[src/iqpm_pkg.sv]
// Shared types and constants for the I/Q peak and mean power meter.
// Used by every module of the block; depends on nothing else.
`default_nettype none
package iqpm_pkg;

   localparam int SAMPLE_BITS = 16;
   localparam int POWER_BITS  = 31;
   localparam int COUNT_BITS  = 27;
   localparam int SUM_BITS    = POWER_BITS + COUNT_BITS - 1;
   localparam int LIMIT_BITS  = 26;
   localparam int JOB_DEPTH   = 2;
   localparam int STEP_BITS   = $clog2(SUM_BITS);

   localparam logic [LIMIT_BITS-1:0] LIMIT_RESET = LIMIT_BITS'(4096000);

   typedef struct packed {
      logic signed [SAMPLE_BITS-1:0] i_sample;
      logic signed [SAMPLE_BITS-1:0] q_sample;
   } req_type;

   typedef struct packed {
      logic [POWER_BITS-1:0] i_peak_power;
      logic [POWER_BITS-1:0] q_peak_power;
      logic [POWER_BITS-1:0] i_mean_power;
      logic [POWER_BITS-1:0] q_mean_power;
      logic [COUNT_BITS-1:0] window_count;
   } rsp_type;

   // One closed window on its way from the accumulators to the divider.
   typedef struct packed {
      logic [POWER_BITS-1:0] i_peak;
      logic [POWER_BITS-1:0] q_peak;
      logic [SUM_BITS-1:0]   i_sum;
      logic [SUM_BITS-1:0]   q_sum;
      logic [COUNT_BITS-1:0] count;
   } job_type;

   typedef enum logic [1:0] {
      BACK_IDLE,
      BACK_DIVIDE,
      BACK_DONE
   } back_state_type;

endpackage
`default_nettype wire

[src/iqpm_front.sv]
// Front end: squares each I/Q sample, keeps sums, peaks and the sample count,
// and hands each closed window to the job queue. Depends on iqpm_pkg.
`default_nettype none
module iqpm_front import iqpm_pkg::*; (
   input  logic                  clock,
   input  logic                  reset,
   input  logic                  req_push,
   output logic                  req_full,
   input  req_type               req_word,
   input  logic [LIMIT_BITS-1:0] window_limit,
   input  logic                  job_full,
   output logic                  job_push,
   output job_type               job_word
);

   logic signed [2*SAMPLE_BITS-1:0] i_prod;
   logic signed [2*SAMPLE_BITS-1:0] q_prod;

   logic                  s1_valid_ff, s1_valid_in;
   logic [POWER_BITS-1:0] i_sq_ff, i_sq_in;
   logic [POWER_BITS-1:0] q_sq_ff, q_sq_in;
   logic [SUM_BITS-1:0]   i_sum_ff, i_sum_in;
   logic [SUM_BITS-1:0]   q_sum_ff, q_sum_in;
   logic [POWER_BITS-1:0] i_peak_ff, i_peak_in;
   logic [POWER_BITS-1:0] q_peak_ff, q_peak_in;
   logic [COUNT_BITS-1:0] count_ff, count_in;

   logic [COUNT_BITS-1:0] count_next;
   logic [SUM_BITS-1:0]   i_sum_next, q_sum_next;
   logic [POWER_BITS-1:0] i_peak_next, q_peak_next;
   logic                  closing;
   logic                  advance;

   assign i_prod = req_word.i_sample * req_word.i_sample;
   assign q_prod = req_word.q_sample * req_word.q_sample;

   assign count_next  = count_ff + 1'b1;
   assign closing     = count_next > COUNT_BITS'(window_limit);
   assign i_sum_next  = i_sum_ff + SUM_BITS'(i_sq_ff);
   assign q_sum_next  = q_sum_ff + SUM_BITS'(q_sq_ff);
   assign i_peak_next = (i_sq_ff > i_peak_ff) ? i_sq_ff : i_peak_ff;
   assign q_peak_next = (q_sq_ff > q_peak_ff) ? q_sq_ff : q_peak_ff;

   // The whole front moves together; it only waits when a window closes
   // and the job queue has no room for it.
   assign advance  = !(s1_valid_ff && closing && job_full);
   assign req_full = !advance;
   assign job_push = s1_valid_ff && closing && !job_full;

   assign job_word = '{i_peak: i_peak_next, q_peak: q_peak_next,
                       i_sum: i_sum_next, q_sum: q_sum_next, count: count_next};

   always_comb begin
      s1_valid_in = s1_valid_ff;
      i_sq_in     = i_sq_ff;
      q_sq_in     = q_sq_ff;
      i_sum_in    = i_sum_ff;
      q_sum_in    = q_sum_ff;
      i_peak_in   = i_peak_ff;
      q_peak_in   = q_peak_ff;
      count_in    = count_ff;
      if (advance) begin
         s1_valid_in = req_push;
         i_sq_in     = i_prod[POWER_BITS-1:0];
         q_sq_in     = q_prod[POWER_BITS-1:0];
         if (s1_valid_ff) begin
            if (closing) begin
               i_sum_in  = '0;
               q_sum_in  = '0;
               i_peak_in = '0;
               q_peak_in = '0;
               count_in  = '0;
            end else begin
               i_sum_in  = i_sum_next;
               q_sum_in  = q_sum_next;
               i_peak_in = i_peak_next;
               q_peak_in = q_peak_next;
               count_in  = count_next;
            end
         end
      end
   end

   always_ff @(posedge clock) begin
      if (reset) begin
         s1_valid_ff <= 1'b0;
         i_sum_ff    <= '0;
         q_sum_ff    <= '0;
         i_peak_ff   <= '0;
         q_peak_ff   <= '0;
         count_ff    <= '0;
      end else begin
         s1_valid_ff <= s1_valid_in;
         i_sum_ff    <= i_sum_in;
         q_sum_ff    <= q_sum_in;
         i_peak_ff   <= i_peak_in;
         q_peak_ff   <= q_peak_in;
         count_ff    <= count_in;
      end
   end

   always_ff @(posedge clock) begin
      i_sq_ff <= i_sq_in;
      q_sq_ff <= q_sq_in;
   end

endmodule
`default_nettype wire

[src/iqpm_job_fifo.sv]
// Short queue of closed windows between the front end and the divider.
// Depends on iqpm_pkg.
`default_nettype none
module iqpm_job_fifo import iqpm_pkg::*; (
   input  logic    clock,
   input  logic    reset,
   input  logic    push,
   input  job_type push_word,
   output logic    full,
   input  logic    pop,
   output logic    empty,
   output job_type pop_word
);

   localparam int PTR_BITS = (JOB_DEPTH > 1) ? $clog2(JOB_DEPTH) : 1;

   job_type mem [JOB_DEPTH];

   logic [PTR_BITS-1:0]   wr_ptr_ff, wr_ptr_in;
   logic [PTR_BITS-1:0]   rd_ptr_ff, rd_ptr_in;
   logic [PTR_BITS:0]     fill_ff, fill_in;
   logic                  do_push, do_pop;

   assign full     = fill_ff == (PTR_BITS+1)'(JOB_DEPTH);
   assign empty    = fill_ff == '0;
   assign do_push  = push && !full;
   assign do_pop   = pop && !empty;
   assign pop_word = mem[rd_ptr_ff];

   always_comb begin
      wr_ptr_in = wr_ptr_ff;
      rd_ptr_in = rd_ptr_ff;
      fill_in   = fill_ff;
      if (do_push) begin
         wr_ptr_in = (wr_ptr_ff == PTR_BITS'(JOB_DEPTH - 1)) ? '0 : wr_ptr_ff + 1'b1;
      end
      if (do_pop) begin
         rd_ptr_in = (rd_ptr_ff == PTR_BITS'(JOB_DEPTH - 1)) ? '0 : rd_ptr_ff + 1'b1;
      end
      if (do_push && !do_pop) begin
         fill_in = fill_ff + 1'b1;
      end else if (do_pop && !do_push) begin
         fill_in = fill_ff - 1'b1;
      end
   end

   always_ff @(posedge clock) begin
      if (reset) begin
         wr_ptr_ff <= '0;
         rd_ptr_ff <= '0;
         fill_ff   <= '0;
      end else begin
         wr_ptr_ff <= wr_ptr_in;
         rd_ptr_ff <= rd_ptr_in;
         fill_ff   <= fill_in;
      end
   end

   always_ff @(posedge clock) begin
      if (do_push) begin
         mem[wr_ptr_ff] <= push_word;
      end
   end

endmodule
`default_nettype wire

[src/iqpm_divider.sv]
// Back end: takes a closed window from the job queue and divides both power
// sums by the sample count, one quotient bit per cycle. Depends on iqpm_pkg.
`default_nettype none
module iqpm_divider import iqpm_pkg::*; (
   input  logic    clock,
   input  logic    reset,
   input  logic    job_empty,
   output logic    job_pop,
   input  job_type job_word,
   input  logic    out_ready,
   output logic    out_load,
   output rsp_type out_word
);

   back_state_type state_ff, state_in;

   logic [STEP_BITS-1:0]  step_ff, step_in;
   logic [COUNT_BITS-1:0] div_ff, div_in;
   logic [COUNT_BITS-1:0] i_rem_ff, i_rem_in;
   logic [COUNT_BITS-1:0] q_rem_ff, q_rem_in;
   logic [SUM_BITS-1:0]   i_quo_ff, i_quo_in;
   logic [SUM_BITS-1:0]   q_quo_ff, q_quo_in;
   logic [POWER_BITS-1:0] i_peak_ff, i_peak_in;
   logic [POWER_BITS-1:0] q_peak_ff, q_peak_in;

   logic [COUNT_BITS:0]   i_trial, q_trial;
   logic [COUNT_BITS:0]   i_diff, q_diff;
   logic                  i_fits, q_fits;

   // Restoring division: the remainder always stays below the divisor, so
   // the shifted trial value needs just one extra bit.
   assign i_trial = {i_rem_ff, i_quo_ff[SUM_BITS-1]};
   assign q_trial = {q_rem_ff, q_quo_ff[SUM_BITS-1]};
   assign i_fits  = i_trial >= {1'b0, div_ff};
   assign q_fits  = q_trial >= {1'b0, div_ff};
   assign i_diff  = i_trial - {1'b0, div_ff};
   assign q_diff  = q_trial - {1'b0, div_ff};

   assign out_word = '{i_peak_power: i_peak_ff, q_peak_power: q_peak_ff,
                       i_mean_power: i_quo_ff[POWER_BITS-1:0],
                       q_mean_power: q_quo_ff[POWER_BITS-1:0],
                       window_count: div_ff};

   always_comb begin
      state_in  = state_ff;
      step_in   = step_ff;
      div_in    = div_ff;
      i_rem_in  = i_rem_ff;
      q_rem_in  = q_rem_ff;
      i_quo_in  = i_quo_ff;
      q_quo_in  = q_quo_ff;
      i_peak_in = i_peak_ff;
      q_peak_in = q_peak_ff;
      job_pop   = 1'b0;
      out_load  = 1'b0;
      case (state_ff)
         BACK_IDLE: begin
            if (!job_empty) begin
               job_pop   = 1'b1;
               step_in   = '0;
               div_in    = job_word.count;
               i_rem_in  = '0;
               q_rem_in  = '0;
               i_quo_in  = job_word.i_sum;
               q_quo_in  = job_word.q_sum;
               i_peak_in = job_word.i_peak;
               q_peak_in = job_word.q_peak;
               state_in  = BACK_DIVIDE;
            end
         end
         BACK_DIVIDE: begin
            i_rem_in = i_fits ? i_diff[COUNT_BITS-1:0] : i_trial[COUNT_BITS-1:0];
            q_rem_in = q_fits ? q_diff[COUNT_BITS-1:0] : q_trial[COUNT_BITS-1:0];
            i_quo_in = {i_quo_ff[SUM_BITS-2:0], i_fits};
            q_quo_in = {q_quo_ff[SUM_BITS-2:0], q_fits};
            step_in  = step_ff + 1'b1;
            if (step_ff == STEP_BITS'(SUM_BITS - 1)) begin
               state_in = BACK_DONE;
            end
         end
         BACK_DONE: begin
            if (out_ready) begin
               out_load = 1'b1;
               state_in = BACK_IDLE;
            end
         end
         default: begin
            state_in = BACK_IDLE;
         end
      endcase
   end

   always_ff @(posedge clock) begin
      if (reset) begin
         state_ff <= BACK_IDLE;
      end else begin
         state_ff <= state_in;
      end
   end

   always_ff @(posedge clock) begin
      step_ff   <= step_in;
      div_ff    <= div_in;
      i_rem_ff  <= i_rem_in;
      q_rem_ff  <= q_rem_in;
      i_quo_ff  <= i_quo_in;
      q_quo_ff  <= q_quo_in;
      i_peak_ff <= i_peak_in;
      q_peak_ff <= q_peak_in;
   end

endmodule
`default_nettype wire

[src/iq_peak_mean_power_meter.sv]
// I/Q peak and mean power meter; depends on iqpm_pkg, iqpm_front, iqpm_job_fifo, iqpm_divider.
// Throughput: one sample word per cycle while the front end is not stalled; each closed window holds the divider, and
// the front end stalls when a window closes while the job queue already holds two windows.
// Result path: a closing sample's result reaches rsp_word through one accumulate stage, one job queue read,
// 57 divider steps and one output load, with the back end idle.
// Reset (synchronous): sums, peaks, count and queues cleared, window_limit = 4096000.
`default_nettype none
module iq_peak_mean_power_meter import iqpm_pkg::*; (
   input  logic                  clock,
   input  logic                  reset,
   input  logic                  req_push,
   output logic                  req_full,
   input  req_type               req_word,
   output logic                  rsp_empty,
   input  logic                  rsp_pop,
   output rsp_type               rsp_word,
   input  logic                  csr_write,
   input  logic [LIMIT_BITS-1:0] csr_data
);

   logic [LIMIT_BITS-1:0] limit_ff, limit_in;
   logic                  rsp_valid_ff, rsp_valid_in;
   rsp_type               rsp_ff, rsp_in;

   logic    job_push, job_full, job_pop, job_empty;
   job_type job_push_word, job_pop_word;
   logic    out_ready, out_load;
   rsp_type out_word;

   iqpm_front u_front (
      .clock        (clock),
      .reset        (reset),
      .req_push     (req_push),
      .req_full     (req_full),
      .req_word     (req_word),
      .window_limit (limit_ff),
      .job_full     (job_full),
      .job_push     (job_push),
      .job_word     (job_push_word)
   );

   iqpm_job_fifo u_job_fifo (
      .clock     (clock),
      .reset     (reset),
      .push      (job_push),
      .push_word (job_push_word),
      .full      (job_full),
      .pop       (job_pop),
      .empty     (job_empty),
      .pop_word  (job_pop_word)
   );

   iqpm_divider u_divider (
      .clock     (clock),
      .reset     (reset),
      .job_empty (job_empty),
      .job_pop   (job_pop),
      .job_word  (job_pop_word),
      .out_ready (out_ready),
      .out_load  (out_load),
      .out_word  (out_word)
   );

   // The output register frees up in the same cycle its word is popped.
   assign out_ready = !rsp_valid_ff || rsp_pop;
   assign rsp_empty = !rsp_valid_ff;
   assign rsp_word  = rsp_ff;

   always_comb begin
      limit_in     = csr_write ? csr_data : limit_ff;
      rsp_valid_in = rsp_valid_ff;
      rsp_in       = rsp_ff;
      if (out_load) begin
         rsp_valid_in = 1'b1;
         rsp_in       = out_word;
      end else if (rsp_pop) begin
         rsp_valid_in = 1'b0;
      end
   end

   always_ff @(posedge clock) begin
      if (reset) begin
         limit_ff     <= LIMIT_RESET;
         rsp_valid_ff <= 1'b0;
      end else begin
         limit_ff     <= limit_in;
         rsp_valid_ff <= rsp_valid_in;
      end
   end

   always_ff @(posedge clock) begin
      rsp_ff <= rsp_in;
   end

   a_no_overwrite: assert property (@(posedge clock) disable iff (reset)
      out_load |-> (!rsp_valid_ff || rsp_pop))
      else $error("divider overwrote a waiting result");

   a_pop_not_empty: assert property (@(posedge clock) disable iff (reset)
      job_pop |-> !job_empty)
      else $error("divider took a window from an empty job queue");

   a_count_nonzero: assert property (@(posedge clock) disable iff (reset)
      out_load |-> (out_word.window_count != '0))
      else $error("reported window has no samples");

   a_push_room: assert property (@(posedge clock) disable iff (reset)
      job_push |-> !job_full)
      else $error("window pushed into a full job queue");

endmodule
`default_nettype wire

[config.mk]
export PLATFORM = sky130hd
export DESIGN_NAME = iq_peak_mean_power_meter
export DESIGN_NICKNAME = d
export VERILOG_FILES = /design/src/iqpm_pkg.sv /design/src/iqpm_front.sv /design/src/iqpm_job_fifo.sv /design/src/iqpm_divider.sv /design/src/iq_peak_mean_power_meter.sv
export SDC_FILE = /design/constraint.sdc
export NUM_CORES = 2
export LEC_CHECK = 0
export BUFFER_PORTS_ARGS = -buffer_cell sky130_fd_sc_hd__buf_2
export CAP_MARGIN = 20
export CORE_MARGIN = 2
export CORE_UTILIZATION = 55
export DETAILED_ROUTE_END_ITERATION = 10
export GPL_ROUTABILITY_DRIVEN = 0
export PLACE_DENSITY = 0.78
export REMOVE_ABC_BUFFERS = 1
export SYNTH_ARGS = -nofsm -noshare
export SYNTH_HDL_FRONTEND = slang
export SYNTH_SLANG_ARGS = --single-unit
[constraint.sdc]
create_clock -name clock -period 15.67 [get_ports clock]
set_input_delay 0.7835 -clock clock [delete_from_list [all_inputs] [get_ports clock]]
set_output_delay 0.7835 -clock clock [all_outputs]
set_load 0.02 [all_outputs]
## Word-level counts from Yosys, hierarchy flattened

Memory sizes are Yosys's and may differ from the RTL's. A register that Yosys moved wholly into a read port is not among the register bits.
Cells that the tools add are included.

| operators by class | value |
|---|---|
| $add $sub $neg | 10 |
| $mul | 2 |
| order comparisons | 5 |
| eq/ne operators | 7 |
| multiplexer cells | 36 |
| bitwise logic cells | 2 |
| reduce and logical (&&, ||, !) cells | 22 |

Operator list:

| cell | number |
|---|---|
| $mux W57 | 4 |
| $pmux W57 S2 | 2 |
| $mux W31 | 4 |
| $add A57 B31 Y57 | 2 |
| $mux W27 | 4 |
| $pmux W27 S2 | 2 |
| $gt A31 B31 Y1 | 2 |
| $mul A16 B16 Y31 | 2 |
| $ge A28 B27 Y1 | 2 |
| $sub A27 B27 Y27 | 2 |
| $add A27 B1 Y27 const B | 1 |
| $gt A27 B26 Y1 | 1 |
| $mux W1 | 12 |
| $pmux W6 S2 | 1 |
| $mux W2 | 5 |
| $logic_and A1 B1 Y1 | 7 |
| $add A6 B1 Y6 const B | 1 |
| $eq A6 B6 Y1 const B | 1 |
| $mux W6 | 1 |
| $pmux W2 S3 | 1 |
| $reduce_and A2 Y1 | 3 |
| $reduce_bool A2 Y1 | 3 |
| $logic_not A1 Y1 | 5 |
| $eq A2 B2 Y1 const B | 2 |
| other kinds (10) | 14 |

| word-level totals | value |
|---|---|
| register bits | 713 |
| bits in writable memories | 406 |
| input port bits | 63 |
| memories kept | 1 |

Memory list:

| name | depth | width | read ports | clocked after Yosys merged registers in | wr ports | line | text |
|---|---|---|---|---|---|---|---|
| u_job_fifo.mem | 2 | 203 | 1 | 1 | 1 | iqpm_job_fifo.sv:17 | `job_type mem [JOB_DEPTH];` |

## Longest topological paths before layout

| depth | value |
|---|---|
| depth after elaboration | 9 |
| depth in mapped cells | 25 |
| depth with buffers taken out | 24 |

## Hierarchy

A second synthesis with hierarchy kept.

| second synthesis, totals | value |
|---|---|
| cells, all modules | 5983 |
| area, all modules | 68859.8 um^2 |

By module, submodules not included:

| module | times used | cells each | area an instance (um^2) |
|---|---|---|---|
| iqpm_front | 1 | 3752 | 33846.2 |
| iqpm_job_fifo | 1 | 657 | 15577.4 |
| iqpm_divider | 1 | 1334 | 13910.8 |
| iq_peak_mean_power_meter | 1 | 240 | 5525.3 |

## Least setup slack after synthesis

Ideal clock, no wire load.

| timing | value |
|---|---|
| path type | register -> register |
| from | register u_front.count_ff[0] |
| to | memory u_job_fifo.mem[0][0] in the netlist's numbering (enable) |
| setup time | 0.769 ns |
| arrival | 11.434 ns |
| required time | 14.901 ns |
| slack | 3.468 ns |
| stages on the path, launching flop included | 17 |
| buffers on the path | 1 |
| period minus slack after synthesis | 12.202 ns |
| cell sequence | dfxtp_1 and3_1 and3_1 clkbuf_1 nand3_1 nor2_1 nand3_1 nor2_1 xor2_1 ha_1 nand3_1 nor4_1 nand3_1 o211ai_1 o21bai_1 a21o_1 nor2_1 |

RTL lines:

| what | line | text |
|---|---|---|
| start, declared | iqpm_front.sv:26 | `logic [COUNT_BITS-1:0] count_ff, count_in;` |
| start signal, assigned | iqpm_front.sv:98 | `count_ff <= count_in;` |
| end, declared | iqpm_job_fifo.sv:17 |  |

## Final worst setup path

| timing | value |
|---|---|
| from | input req_word[15] in the netlist's numbering |
| to | register u_front.q_sq_ff[29] (data pin) |

| between the ends | value |
|---|---|
| word-level cells in the longest chain between the ends | 1 |

Ends and longest elaborated chain:

| what | line | text |
|---|---|---|
| start, declared | iq_peak_mean_power_meter.sv:13 | `input req_type req_word,` |
| $mul A16 B16 Y31 | iqpm_front.sv:35 | `assign q_prod = req_word.q_sample * req_word.q_sample;` |
| net u_front.q_prod[29] | iqpm_front.sv:17 | `logic signed [2*SAMPLE_BITS-1:0] q_prod;` |
| end signal, assigned | iqpm_front.sv:104 | `q_sq_ff <= q_sq_in;` |
| end, declared | iqpm_front.sv:21 | `logic [POWER_BITS-1:0] q_sq_ff, q_sq_in;` |

The timed path passes the listed nets, and every way through them passes these cells.
A chain may end at the register's enable or synchronous reset.

==> impl_metrics.csv <==
group,metric,value,unit
status,outcome,"complete, no violations",
clock_network,cts_max_level,3,
clock_network,clock_latency,0.69,ns
die,io_pins,216,
timing,finalSetupViolCount,0,
worst_setup_path,r2r_end,"u_front.q_peak_ff[16]",
detailed_routing,firstDrtPassIters,5,
detailed_routing,final_antenna_net_count,0,
hold_path,min_path_cells,3,
detailed_routing,viasPerCell,5.644,
yosys,synth_area_leader_cell,"edfxtp_1",
global_route,antenna_found_initial,6,
global_route,grt_pass1_wl,229.6,mm
yosys,avgSynthCellArea,11.50,um2
clock_network,cts_hold_buf,0,
hold_path,holdPathEnd,"limit_ff[14]",
worst_setup_path,cp-startpoint,"req_word[15]",
worst_setup_path,cp_slowest_stage_delay,0.61,ns
die,initial_core_util,55.64,%
clock_network,postCtsSetupRepairBufs,0,
worst_setup_path,setup.worst_path.class,"in2reg",
cells_and_area,final_cell_area,73090,um2
worst_setup_path,cp_slowest_cell,"a2111oi_0",
timing,drv_slew,0,
worst_setup_path,cp-start-kind,"primary input",
detailed_routing,wl_per_cell,18.74,um
cells_and_area,syn2layout_area_growth,9.207,%
pwr,ir_drop,0.2440,mV
yosys,synth_edf_count,880,
yosys,synth_area,66930,um2
worst_setup_path,arrival,7.05,ns
die,num_rows,127,
worst_setup_path,path_cells,"buf_2, inv_1, nor2_1, fa_1, fa_1, fa_1, fa_1, fa_1, inv_1, fa_1, inv_1, ha_1, a21o_1, a21o_1, a21oi_1, o21ai_0, a2111oi_0, o31ai_1, a21oi_1, xnor2_1",
yosys,seq_area_frac_synth,46.60,%
clock_network,cts_buffers,105,
timing,finalHoldViolations,0,
yosys,synth_top_area_share,39.48,%
clock_network,clockBufferDepth,3,
detailed_routing,wl,143.4,mm
worst_setup_path,r2r_start,"u_front.count_ff[0]",
hold_path,hp-start,"csr_data[14]",
place,dpl_cell_area,69480,um2
hold_path,hold_path.class,"in2reg",
yosys,synth-seq-cells,1118,
die,die_y,352.8,um
timing,tightest_slew,0.9933,ns
clock_network,ctsResizeCount,0,
global_route,overflow,0,
clock_network,clock_sinks,1118,
cells_and_area,final_nets,6843,
global_route,grt_pass1_vias,43210,
worst_setup_path,cp.required,16.10,ns
worst_setup_path,cp_max_fo,19,
timing,rsz0062_at_grt,"no",
clock_network,cts_tree,"yes",
die,fp.dieArea,124500,um2
place,port_buffers,215,
cells_and_area,fillers,9340,
job,drv_cap,0,
cells_and_area,multi_input_area,31840,um2
timing,clock_skew,0.04320,ns
pwr,total_leakage_power,30.52,nW
worst_setup_path,critPathCaptureType,"flop",
timing,setup_slack,9.056,ns
pwr,powerDensity,242.6,nW/um2
detailed_routing,vias,43190,
timing,worst_slew_margin_rel,33.78,%
global_route,grt_usage,22.78,%
yosys,netlist_instances,5819,
detailed_routing,drc,0,
timing,fmax,0.1512,GHz
die,die_x,352.8,um
global_route,grt_max_degree,240,
clock_network,cts_root_buffer,"clkbuf_16",
clock_network,cts.clk_slew.worst_paths,0.06,ns
place,dp_hpwl,102.3,mm
yosys,synth_warnings,0,
place,pre_cts_slack,8.530,ns
timing,fin_crit_sh,42.21,%
worst_setup_path,path_common_cell,"fa_1",
cells_and_area,drive_above_1_share,9.838,%
yosys,synth_area_leaders,"edfxtp_1 (39%), fa_1 (14%), dfxtp_1 (7.1%)",
detailed_routing,drt-initial-drc-count,3571,
worst_setup_path,r2r_slack,9.35,ns
timing,min_period,6.614,ns
yosys,synthFlopType,"edfxtp_1",
cells_and_area,regArea,31190,um2
worst_setup_path,r2r_cells,18,
timing,setup_tns,0,ns
yosys,ys_async_sr_fraction,0,%
die,core-area,120300,um2
yosys,yosysUniqueCellTypes,81,
==> registers in the layout, summed over array words and instances, names as in the netlist, 31 cells and up, named ones only <==
signal / cells
u_divider.q_quo_ff: 57
u_divider.i_peak_ff: 31
u_front.q_peak_ff: 31
u_front.q_sum_ff: 57
u_front.i_sum_ff: 57
rsp_word: 151
u_front.i_peak_ff: 31
u_divider.q_peak_ff: 31
u_divider.i_quo_ff: 57
u_job_fifo.mem: 406
==> final cells by class <==
| type | instances | share of cell area (%) |
|---|---|---|
| clock buffers | 135 | 3.859 |
| inverters | 817 | 4.199 |
| repair buffers | 248 | 1.938 |
| flip-flops and latches | 1118 | 42.68 |
| clock inverters | 65 | 0.9946 |
| multi-input cells | 3655 | 43.57 |
| diodes | 2 | 0.006847 |
| well taps | 1612 | 2.760 |
==> cell usage in the layout, fill, tap and decap left out, types with 40 or more instances in the layout <==
cell type,n
dfxtp_1,237
xnor2_1,184
fa_1,460
ha_1,375
a21oi_1,193
nor2_1,310
and3_1,40
clkbuf_16,105
nand2_1,456
a22o_1,81
edfxtp_1,880
and2_1,90
nand3_1,91
nor3_1,66
a22oi_1,47
buf_2,214
a21o_1,122
inv_1,814
mux2i_1,175
nand4_1,48
o21ai_0,252
mux2_2,123
xor2_1,85
a31oi_1,77
==> cell usage after synthesis, types with 40 or more instances <==
| cell type | n |
|---|---|
| a21o_1 | 122 |
| a21oi_1 | 194 |
| a22o_1 | 81 |
| a22oi_1 | 47 |
| a31oi_1 | 77 |
| and2_1 | 91 |
| and3_1 | 40 |
| clkbuf_1 | 180 |
| dfxtp_1 | 238 |
| edfxtp_1 | 880 |
| fa_1 | 460 |
| ha_1 | 375 |
| inv_1 | 816 |
| mux2_2 | 123 |
| mux2i_1 | 175 |
| nand2_1 | 457 |
| nand3_1 | 91 |
| nand4_1 | 48 |
| nor2_1 | 315 |
| nor3_1 | 66 |
| o21ai_0 | 252 |
| xnor2_1 | 184 |
| xor2_1 | 85 |
==> worst max-delay path: cells and delay by family <==
family,cells,cell delay (ns)
XOR/XNOR,1,0.08
buffers and inverters,4,0.80
AND/OR/NAND/NOR,1,0.15
adder cells (fa/ha/maj),7,3.55
AO/OA/AOI/OAI,7,1.66
==> worst max-delay path by stage <==
stage / endpoint / slack [ns] / cells past startpoint
finish: u_front.q_sq_ff[29] / 9.06 / 20
global route: u_front.q_sq_ff[29] / 8.81 / 18
CTS: u_front.q_sq_ff[29] / 9.25 / 20
detailed placement: u_front.q_sq_ff[29] / 8.53 / 20
global placement: u_front.q_sq_ff[29] / 8.70 / 18
floorplan: u_job_fifo.mem[0][0] / 3.56 / 15
==> metal layers <==
layer	vias up	GRT usage, %	wire (um)	part of all wire [%]
met5	-	0	0	0
met4	0	5.556	2836	2.0
met3	200	3.178	9514	6.6
met2	1391	37.71	67860	47
met1	21250	31.91	63190	44
li1	20350	-	-	-
==> report_power, final <==
part           internal, mW  switching, mW  leakage, nW
sequential             4.53          0.430         10.4
combinational          4.31           5.88         18.4
clock                  1.46           1.13         1.72
total                  10.3           7.44         30.5
==> stage by stage <==
stage / hold WS [ns] / utilization (%) / cells / total power [mW]
after CTS: 0.3195 / 60.71 / 7648 / 17.70
after global routing: 0.3323 / 60.76 / 7650 / 19.24
after global placement: 0.4031 / 57.76 / 7448 / 14.68
after detailed placement: 0.4045 / 57.76 / 7448 / 15.06
final: 0.3504 / 60.76 / 7652 / 17.73
after floorplan: 0.4003 / - / 5590 / 12.83
==> logic make-up after synthesis <==
logic type                 count (synthesis)  synth area share (%)
xor gates and xnor gates                 269                 3.520
AOI/OAI and AO/OA                       1008                 9.908
DFF                                     1118                 46.60
muxes                                    298                 4.687
buffers and inverters                   1046                 5.945
adders and majority gates                835                 20.77
and+or+nand+nor                         1245                 8.568
Note: power is estimated with default switching activity, not from simulation.
